File: src/hw/rtl/dtsb_pkg.sv
package dtsb_pkg;

  // layout codes held in the format register
  localparam logic [2:0] FMT_1541 = 3'd0;
  localparam logic [2:0] FMT_1571 = 3'd1;
  localparam logic [2:0] FMT_1581 = 3'd2;
  localparam logic [2:0] FMT_8050 = 3'd3;
  localparam logic [2:0] FMT_8250 = 3'd4;

  localparam logic [7:0]  TRACKS_1541_SIDE    = 8'd35;
  localparam logic [7:0]  LAST_TRACK_ZONED    = 8'd42;
  localparam logic [7:0]  LAST_TRACK_ZONED_DS = 8'd70;
  localparam logic [7:0]  LAST_TRACK_FLAT     = 8'd80;
  localparam logic [7:0]  TRACKS_8050_SIDE    = 8'd77;
  localparam logic [7:0]  LAST_TRACK_WIDE_DS  = 8'd154;
  localparam logic [11:0] BLOCKS_1541_SIDE    = 12'd683;
  localparam logic [11:0] BLOCKS_8050_SIDE    = 12'd2083;
  localparam logic [5:0]  SECTORS_1581        = 6'd40;
  localparam logic [12:0] MAX_BLOCK           = 13'd4165;

  typedef struct packed {
    logic [7:0] track;
    logic [7:0] sector;
  } in_t;

  typedef struct packed {
    logic        valid_res;
    logic [12:0] block_index;
  } out_t;

  // after decode: side folded, track range checked
  typedef struct packed {
    logic        vld;
    logic [2:0]  fmt;
    logic        trk_ok;
    logic [6:0]  ltrk;
    logic [7:0]  sector;
    logic [11:0] base;
  } dec_t;

  // after lookup: start of track known, sector checked
  typedef struct packed {
    logic        vld;
    logic        ok;
    logic [11:0] start;
    logic [7:0]  sector;
    logic [11:0] base;
  } lkp_t;

  function automatic logic [5:0] spt_c1541(input logic [6:0] t);
    logic [5:0] s;
    if (t <= 7'd17)      s = 6'd21;
    else if (t <= 7'd24) s = 6'd19;
    else if (t <= 7'd30) s = 6'd18;
    else                 s = 6'd17;
    return s;
  endfunction

  function automatic logic [11:0] start_c1541(input logic [6:0] t);
    logic [11:0] n;
    logic [11:0] s;
    n = {5'd0, t} - 12'd1;
    if (n <= 12'd17)      s = 12'd21 * n;
    else if (n <= 12'd24) s = 12'd357 + 12'd19 * (n - 12'd17);
    else if (n <= 12'd30) s = 12'd490 + 12'd18 * (n - 12'd24);
    else                  s = 12'd598 + 12'd17 * (n - 12'd30);
    return s;
  endfunction

  function automatic logic [5:0] spt_c8050(input logic [6:0] t);
    logic [5:0] s;
    if (t <= 7'd39)      s = 6'd29;
    else if (t <= 7'd53) s = 6'd27;
    else if (t <= 7'd64) s = 6'd25;
    else                 s = 6'd23;
    return s;
  endfunction

  function automatic logic [11:0] start_c8050(input logic [6:0] t);
    logic [11:0] n;
    logic [11:0] s;
    n = {5'd0, t} - 12'd1;
    if (n <= 12'd39)      s = 12'd29 * n;
    else if (n <= 12'd53) s = 12'd1131 + 12'd27 * (n - 12'd39);
    else if (n <= 12'd64) s = 12'd1509 + 12'd25 * (n - 12'd53);
    else                  s = 12'd1784 + 12'd23 * (n - 12'd64);
    return s;
  endfunction

endpackage

File: src/hw/rtl/dtsb_decode.sv
module dtsb_decode (
  input  logic              clk,
  input  logic              rst_n,
  input  logic              accept,
  input  dtsb_pkg::in_t     item,
  input  logic [2:0]        fmt,
  output dtsb_pkg::dec_t    dec
);
  import dtsb_pkg::*;

  logic       vld_r;
  dec_t       pay_r;
  dec_t       pay_nxt;
  logic [7:0] t;

  always_comb begin
    t = item.track;
    pay_nxt        = '0;
    pay_nxt.fmt    = fmt;
    pay_nxt.sector = item.sector;
    pay_nxt.ltrk   = t[6:0];
    pay_nxt.base   = 12'd0;
    case (fmt)
      FMT_1541: pay_nxt.trk_ok = (t != 8'd0) && (t <= LAST_TRACK_ZONED);
      FMT_1571: begin
        pay_nxt.trk_ok = (t != 8'd0) && (t <= LAST_TRACK_ZONED_DS);
        if (t > TRACKS_1541_SIDE) begin
          pay_nxt.ltrk = 7'(t - TRACKS_1541_SIDE);
          pay_nxt.base = BLOCKS_1541_SIDE;
        end
      end
      FMT_1581: pay_nxt.trk_ok = (t != 8'd0) && (t <= LAST_TRACK_FLAT);
      FMT_8050: pay_nxt.trk_ok = (t != 8'd0) && (t <= TRACKS_8050_SIDE);
      FMT_8250: begin
        pay_nxt.trk_ok = (t != 8'd0) && (t <= LAST_TRACK_WIDE_DS);
        if (t > TRACKS_8050_SIDE) begin
          pay_nxt.ltrk = 7'(t - TRACKS_8050_SIDE);
          pay_nxt.base = BLOCKS_8050_SIDE;
        end
      end
      default: pay_nxt.trk_ok = 1'b0;
    endcase
  end

  always_ff @(posedge clk) begin
    if (!rst_n) begin
      vld_r <= 1'b0;
    end else begin
      vld_r <= accept;
    end
  end

  always_ff @(posedge clk) begin
    if (accept) begin
      pay_r <= pay_nxt;
    end
  end

  always_comb begin
    dec     = pay_r;
    dec.vld = vld_r;
  end

endmodule

File: src/hw/rtl/dtsb_lookup.sv
module dtsb_lookup (
  input  logic            clk,
  input  logic            rst_n,
  input  dtsb_pkg::dec_t  dec,
  output dtsb_pkg::lkp_t  lkp
);
  import dtsb_pkg::*;

  logic       vld_r;
  lkp_t       pay_r;
  lkp_t       pay_nxt;
  logic [5:0] spt;

  always_comb begin
    pay_nxt        = '0;
    pay_nxt.sector = dec.sector;
    pay_nxt.base   = dec.base;
    case (dec.fmt)
      FMT_1541, FMT_1571: begin
        spt           = spt_c1541(dec.ltrk);
        pay_nxt.start = start_c1541(dec.ltrk);
      end
      FMT_1581: begin
        spt           = SECTORS_1581;
        pay_nxt.start = 12'(({5'd0, dec.ltrk} - 12'd1) * 12'd40);
      end
      FMT_8050, FMT_8250: begin
        spt           = spt_c8050(dec.ltrk);
        pay_nxt.start = start_c8050(dec.ltrk);
      end
      default: begin
        spt           = 6'd0;
        pay_nxt.start = 12'd0;
      end
    endcase
    pay_nxt.ok = dec.trk_ok && (dec.sector < {2'b00, spt});
  end

  always_ff @(posedge clk) begin
    if (!rst_n) begin
      vld_r <= 1'b0;
    end else begin
      vld_r <= dec.vld;
    end
  end

  always_ff @(posedge clk) begin
    if (dec.vld) begin
      pay_r <= pay_nxt;
    end
  end

  always_comb begin
    lkp     = pay_r;
    lkp.vld = vld_r;
  end

endmodule

File: src/hw/rtl/dtsb_sum.sv
module dtsb_sum (
  input  logic            clk,
  input  logic            rst_n,
  input  dtsb_pkg::lkp_t  lkp,
  output logic            strobe,
  output dtsb_pkg::out_t  res
);
  import dtsb_pkg::*;

  logic        strobe_r;
  out_t        res_r;
  out_t        res_nxt;
  logic [12:0] blk;

  always_comb begin
    blk = {1'b0, lkp.base} + {1'b0, lkp.start} + {5'd0, lkp.sector};
    res_nxt.valid_res   = lkp.ok;
    res_nxt.block_index = lkp.ok ? blk : 13'd0;
  end

  always_ff @(posedge clk) begin
    if (!rst_n) begin
      strobe_r <= 1'b0;
    end else begin
      strobe_r <= lkp.vld;
    end
  end

  always_ff @(posedge clk) begin
    if (lkp.vld) begin
      res_r <= res_nxt;
    end
  end

  assign strobe = strobe_r;
  assign res    = res_r;

endmodule

File: src/hw/rtl/disk_track_sector_to_block.sv
// disk track/sector to linear block translator
//
// in channel: drive in_item (track, sector) and pulse start; the item is
// taken at a clock edge where start is high and busy is low. busy is only
// high in reset and for the first cycle out of reset, so a new item may be
// started on every clock: throughput is one item per cycle.
// out channel: once the item is through the decode, lookup and sum registers,
// out_strobe is high for exactly one cycle with out_res (valid_res,
// block_index). results come out in the order items went in. the receiver
// cannot stall the block and must take each result in the cycle it is shown.
// the item passes three register stages: side fold and track check,
// zone table lookup, then the final add of side base, track start and sector.
// cfg channel: cfg_we writes cfg_wdata into the format register; write it
// only while no item is in flight.
// reset (synchronous, active low) clears all stage valid bits, drops any
// item in flight and sets the format to the single-sided zoned layout.
module disk_track_sector_to_block (
  input  logic            clk,
  input  logic            rst_n,
  input  logic            start,
  output logic            busy,
  input  dtsb_pkg::in_t   in_item,
  output logic            out_strobe,
  output dtsb_pkg::out_t  out_res,
  input  logic            cfg_we,
  input  logic [2:0]      cfg_wdata
);
  import dtsb_pkg::*;

  logic       busy_r;
  logic [2:0] fmt_r;
  logic       accept;
  dec_t       dec;
  lkp_t       lkp;

  // busy covers reset and the cycle right after it
  always_ff @(posedge clk) begin
    if (!rst_n) begin
      busy_r <= 1'b1;
    end else begin
      busy_r <= 1'b0;
    end
  end

  // format register
  always_ff @(posedge clk) begin
    if (!rst_n) begin
      fmt_r <= FMT_1541;
    end else if (cfg_we) begin
      fmt_r <= cfg_wdata;
    end
  end

  assign busy   = busy_r;
  assign accept = start && !busy_r;

  // stage 1: fold second side onto first side zones, check track range
  dtsb_decode u_decode (
    .clk    (clk),
    .rst_n  (rst_n),
    .accept (accept),
    .item   (in_item),
    .fmt    (fmt_r),
    .dec    (dec)
  );

  // stage 2: start-of-track and sectors-per-track lookup
  dtsb_lookup u_lookup (
    .clk   (clk),
    .rst_n (rst_n),
    .dec   (dec),
    .lkp   (lkp)
  );

  // stage 3: final add and result register
  dtsb_sum u_sum (
    .clk    (clk),
    .rst_n  (rst_n),
    .lkp    (lkp),
    .strobe (out_strobe),
    .res    (out_res)
  );

  // every accepted item comes out as a result
  a_latency: assert property (@(posedge clk) disable iff (!rst_n)
    $past(accept && rst_n, 3) && $past(rst_n, 2) && $past(rst_n, 1) |-> out_strobe)
    else $error("accepted item did not produce a result");

  // no result without an accepted item
  a_no_spurious: assert property (@(posedge clk) disable iff (!rst_n)
    out_strobe |-> $past(accept, 3))
    else $error("result without an accepted item");

  // rejected requests report block zero
  a_zero_invalid: assert property (@(posedge clk) disable iff (!rst_n)
    out_strobe && !out_res.valid_res |-> out_res.block_index == 13'd0)
    else $error("invalid result with nonzero block index");

  // block index stays inside the largest layout
  a_range: assert property (@(posedge clk) disable iff (!rst_n)
    out_strobe |-> out_res.block_index <= MAX_BLOCK)
    else $error("block index out of range");

  // busy drops in the cycle after reset is released and stays low
  a_busy: assert property (@(posedge clk) disable iff (!rst_n)
    $past(rst_n) |-> !busy)
    else $error("busy high outside reset recovery");

endmodule
File: config.mk
export PLATFORM = sky130hd
export DESIGN_NAME = disk_track_sector_to_block
export DESIGN_NICKNAME = d
export VERILOG_FILES = /design/src/hw/rtl/dtsb_pkg.sv /design/src/hw/rtl/dtsb_decode.sv /design/src/hw/rtl/dtsb_lookup.sv /design/src/hw/rtl/dtsb_sum.sv /design/src/hw/rtl/disk_track_sector_to_block.sv
export SDC_FILE = /design/constraint.sdc
export NUM_CORES = 1
export LEC_CHECK = 0
export ABC_CLOCK_PERIOD_IN_PS = 6600
export BUFFER_PORTS_ARGS = -buffer_cell sky130_fd_sc_hd__buf_2
export CAP_MARGIN = 5
export CORE_UTILIZATION = 40
export CTS_BUF_LIST = sky130_fd_sc_hd__clkbuf_8 sky130_fd_sc_hd__clkbuf_16
export DETAILED_ROUTE_END_ITERATION = 16
export PLACE_DENSITY = 0.63
export SLEW_MARGIN = 5
export SYNTH_ARGS = -nofsm -noshare
export SYNTH_HDL_FRONTEND = slang
export SYNTH_SLANG_ARGS = --single-unit
export TNS_END_PERCENT = 30
File: constraint.sdc
create_clock -name clk -period 6.6 [get_ports clk]
set_input_delay 1.98 -clock clk [delete_from_list [all_inputs] [get_ports clk]]
set_output_delay 1.98 -clock clk [all_outputs]
set_load 0.005 [all_outputs]
== Word level (Yosys, flattened, before mapping) ==
Cells that the tools add are included.
Widths: inputs -> output; s select.

* Logic and storage cells: 105
* Flip-flop bits (word level): 85
* Output and inout bits: 16
* Bits of input ports: 23

* Eq/ne operators: 8
* Magnitude comparators: 20
* Multipliers: 9
* Reduce and logical (&&, ||, !) cells: 13
* Mux-type cells: 22
* $add $sub $neg: 17

{| class="wikitable"
|+ Operator list
! cell !! number
|-
| $mul 5x12->12 const A || 7
|-
| $mux 12 || 7
|-
| $add 11x12->12 const A || 3
|-
| $le 12x5->1 const B || 3
|-
| $pmux 12 s3 || 1
|-
| $sub 12x5->12 const B || 3
|-
| $add 9x12->12 const A || 2
|-
| $le 12x6->1 const B || 2
|-
| $le 8x7->1 const B || 3
|-
| $mux 6 || 4
|-
| $pmux 12 s2 || 1
|-
| $sub 12x6->12 const B || 2
|-
| $le 7x5->1 const B || 3
|-
| $pmux 6 s3 || 1
|-
| $le 7x6->1 const B || 2
|-
| $mux 7 || 2
|-
| $pmux 7 s2 || 1
|-
| $add 12x12->13 || 1
|-
| $add 13x8->13 || 1
|-
| $add 10x12->12 const A || 1
|-
| $eq 3x2->1 const B || 4
|-
| $le 12x7->1 const B || 1
|-
| $mul 12x3->9 const B || 1
|-
| $mul 4x12->11 const A || 1
|-
| other kinds (22) || 32
|}

== Longest topological paths before layout ==
* Depth in word-level cells: 8
* Depth in mapped cells: 26
* Depth with buffers taken out: 24

== By module ==
A second synthesis with hierarchy kept.

* Cell total of the unflattened synthesis: 1318
* Area total of the unflattened synthesis: 12022.8 µm²

{| class="wikitable"
|+ Modules (own cells, without submodules)
! module !! cells an instance !! area each (µm²) !! instances !! seq. area each (µm²)
|-
| dtsb_lookup || 1078 || 9272.6 || 1 || 1011.0
|-
| dtsb_decode || 115 || 1358.8 || 1 || 680.7
|-
| dtsb_sum || 113 || 1260.0 || 1 || 440.4
|-
| disk_track_sector_to_block || 12 || 131.4 || 1 || 80.1
|}

== Worst setup path after synthesis ==
OpenSTA, ideal clock, no wires.

* Kind: register to register
* Start: reg u_decode.pay_r (netlist bit u_decode.dec[20])
* End: reg u_lookup.pay_r (netlist bit u_lookup.lkp[31]) (data pin)
* Arrival: 6.626 ns
* Clock period less this slack: 6.897 ns
* Library setup time: 0.271 ns
* Slack: -0.297 ns
* Required time: 6.329 ns
* Cell stages (with the launch flop): 27
* Buffers on the path: 2
* Path through: edfxtp_1 buf_2 clkinv_1 ha_1 clkbuf_1 xor2_1 inv_1 ha_1 inv_1 o21ai_0 and2_1 nor2_1 xnor2_1 ha_1 ha_1 inv_1 fa_1 inv_1 ha_1 a21oi_1 o21ai_0 a311o_1 a2111oi_0 nor3_1 xnor3_1 nand4_1 o211ai_1

{| class="wikitable"
|+ RTL lines
! what !! line !! source
|-
| start, declared || dtsb_decode.sv:12 || <nowiki>dec_t pay_r;</nowiki>
|-
| start signal, assigned || dtsb_decode.sv:55 || <nowiki>pay_r <= pay_nxt;</nowiki>
|-
| end signal, assigned || dtsb_lookup.sv:49 || <nowiki>pay_r <= pay_nxt;</nowiki>
|-
| end, declared || dtsb_lookup.sv:10 || <nowiki>lkp_t pay_r;</nowiki>
|}

==> metrics.txt <==
status=completed; Post-Syn Area=0.0116 sq mm; Max Fclk=160 MHz; VDD IR max=0.000203 V; wire length per cell=18.5 um; synthesis-to-finish area growth=10.1%; Die Height=172 um; synth unique cells=89; Final GP Congestion=0.987; Tcrit/Tclk final=94.4%; Critical Path Fanout Max=16; Final TNS setup=0 ns; htree depth=3; Final min period=6.23 ns; Via Count=9523; max-cap check violation count=0; Total Routing Usage GR=22.2%; final hold vios=0; vias in the first global route=9506; max-slew violations=0; Cells after Synth=1307; LEAKAGE=6.01 nW; die area=0.0297 sq mm; DRC=0; area fraction in compound gates after synthesis=16.7%; largest net degree at the start of global routing=24; IO buf count=38; most frequent cells in the layout=ha_1, inv_1, xnor2_1; Multi-input gate area=0.00879 sq mm; crit end category=flip-flop; initial drt markers=726; Worst Setup Path Type=flip-flop to flip-flop; Final HPWL DP=26.8 mm; initial cell density of the core=41.2%; final WL=32.2 mm; Worst Tran Pin Value=1.11 ns; clk_skew=0.00900 ns; endpoints failing setup=0; most common cell after layout, fill and taps aside=ha_1; RSZ-0062 raised after global routing=false; worst hold path type=flip-flop to flip-flop; Register Area=0.00194 sq mm; n_diodes=0; worst path cell trace=buf_4, o31a_1, or2_1, inv_2, ha_1, inv_1, a32oi_1, nand2_1, xnor2_2, ha_1, inv_1, fa_1, fa_1, inv_1, ha_1, and2_1, a311o_1, a2111oi_1, nor3_1, xnor3_1, nand4_1, o211ai_1; initial antenna violation count=0; cts bufs inserted=9; layout cells sized above 1=9.73%; CP peak stage delay=0.55 ns; ys async rst share=0%; worst rel slew slack=26.0%; Startpoint Class=flip-flop; global route total overflow=0; TritonCTS clock tree=yes; drt pass-1 iters=6; first-pass GRT wire length=50.4 mm; clk root buf=clkbuf_16; Synth Register Bits=67; post-synthesis mux area share=1.18%; Net Count, Synth=1611; cts hold-fix bufs=0; average via count per standard cell=5.46; Final Util=45.4%; ys flop type=edfxtp_1; Simple-Gate Fraction of Synth Area=12.0%; Skew-Pair Late Insertion Delay=0.33 ns; Avg Cell Area, Syn=8.88 sq um; post-route ant nets=0; Core Area=0.0282 sq mm; overall die width=172 um; largest family of logic cells by synthesized area=adder cells; FILL cells=2746; final net count=1666; CP Data Arrival Time=6.27 ns; Seq/Total Area, Yosys=16.7%; Post-Synth XOR/XNOR Area=10.8%; EDFF count, synth=60; Bufs on Longest Clock Path=2; Worst-path clk slew=0.06 ns; Syn. warnings=0; Critical Path RT=6.64 ns; Clock Sinks=67; area share of fa/ha/maj cells after synthesis=34.4%; row count=61; I/O pins=39; pwr dens=312 mW/mm^2; slowest CP cell=fa_1
## cell usage after synthesis, drive strengths merged, types with 20 or more instances
| master | instances | share of area (%) |
|---|---|---|
| a21o | 22 | 1.4 |
| a21oi | 69 | 3.0 |
| buf | 21 | 1.1 |
| edfxtp | 60 | 16 |
| fa | 64 | 11 |
| ha | 217 | 23 |
| inv | 205 | 6.6 |
| nand2 | 67 | 2.2 |
| nand3 | 20 | 0.86 |
| nor2 | 72 | 2.4 |
| nor3 | 28 | 1.3 |
| o21ai | 63 | 2.7 |
| xnor2 | 102 | 7.8 |
| xor2 | 32 | 2.4 |
## metrics by stage
step | power [mW] | cell area [sq um] | instances | setup slack [ns] | hold WS (ns)
after CTS | 3.98 | 12700 | 1740 | 0.169 | 0.416
after global routing | 4.38 | 12800 | 1745 | 0.0131 | 0.419
final | 3.99 | 12800 | 1745 | 0.369 | 0.415
after global placement | 3.45 | 12400 | 1724 | 0.208 | 0.411
after floorplan | 2.76 | 11600 | 1307 | 0.116 | 0.400
after detailed placement | 3.51 | 12400 | 1724 | 0.190 | 0.405
## sequential cells by signal, indices dropped and copies added, names as in the netlist
signal,count
u_sum.strobe,1
u_lookup.lkp,24
fmt_r,3
u_sum.res,14
busy,1
u_decode.vld_r,1
u_decode.dec,22
u_lookup.vld_r,1
## what timing repair did
| action | CTS | global route |
|---|---|---|
| endpoints found under the setup margin | 0 | 3 |
| resized for setup | 0 | 8 |
| buffers inserted | 0 | 5 |
## cell type report
| class | count | area share (%) |
|---|---|---|
| flip-flops and latches | 67 | 15.2 |
| repair buffers | 80 | 4.05 |
| inverters | 206 | 6.05 |
| clock inverters | 4 | 0.147 |
| multi-input cells | 998 | 68.8 |
| well taps | 378 | 3.70 |
| clock buffers | 12 | 2.09 |
## layer usage
| layer | up-vias | share of wire, % | global-route usage [%] |
|---|---|---|---|
| met5 | - | 0 | 0 |
| met3 | 74 | 6.7 | 3.73 |
| li1 | 4640 | - | - |
| met2 | 321 | 45 | 35.8 |
| met4 | 0 | 3.8 | 9.04 |
| met1 | 4488 | 45 | 29.4 |
## path summary, 6_finish.rpt
check,slack [ns],startpoint,cells past startpoint,end
setup / recovery,0.37,u_decode.dec[21],22,u_lookup.lkp[31]
hold / removal,0.41,u_decode.dec[9],0,u_lookup.lkp[9]
setup reg to reg,0.37,u_decode.dec[21],22,u_lookup.lkp[31]
hold reg to reg,0.41,u_decode.dec[9],0,u_lookup.lkp[9]
## where the power goes
group / total [mW] / switching, mW / internal (mW) / leakage (nW)
combinational: 3.04 / 1.73 / 1.31 / 5.24
sequential: 0.510 / 0.0161 / 0.493 / 0.619
clock: 0.444 / 0.163 / 0.280 / 0.149
## critical path: cells and delay by family (launching register included)
family	cells	cell delay [ns]
AO/OA/AOI/OAI	5	1.44
XOR/XNOR	2	0.65
adder cells (fa/ha/maj)	5	1.82
buffers and inverters	5	0.66
flip-flops	1	0.39
AND/OR/NAND/NOR	5	0.98
## logic make-up (layout without fill, tap and decap cells)
family | count (synthesis) | count (layout)
compound gates | 289 | 289
xor+xnor | 137 | 137
fa+ha+maj | 281 | 281
buf+inv | 242 | 302
flops | 67 | 67
mux | 13 | 13
simple gates | 278 | 278
Note: power is estimated with default switching activity, not from simulation.
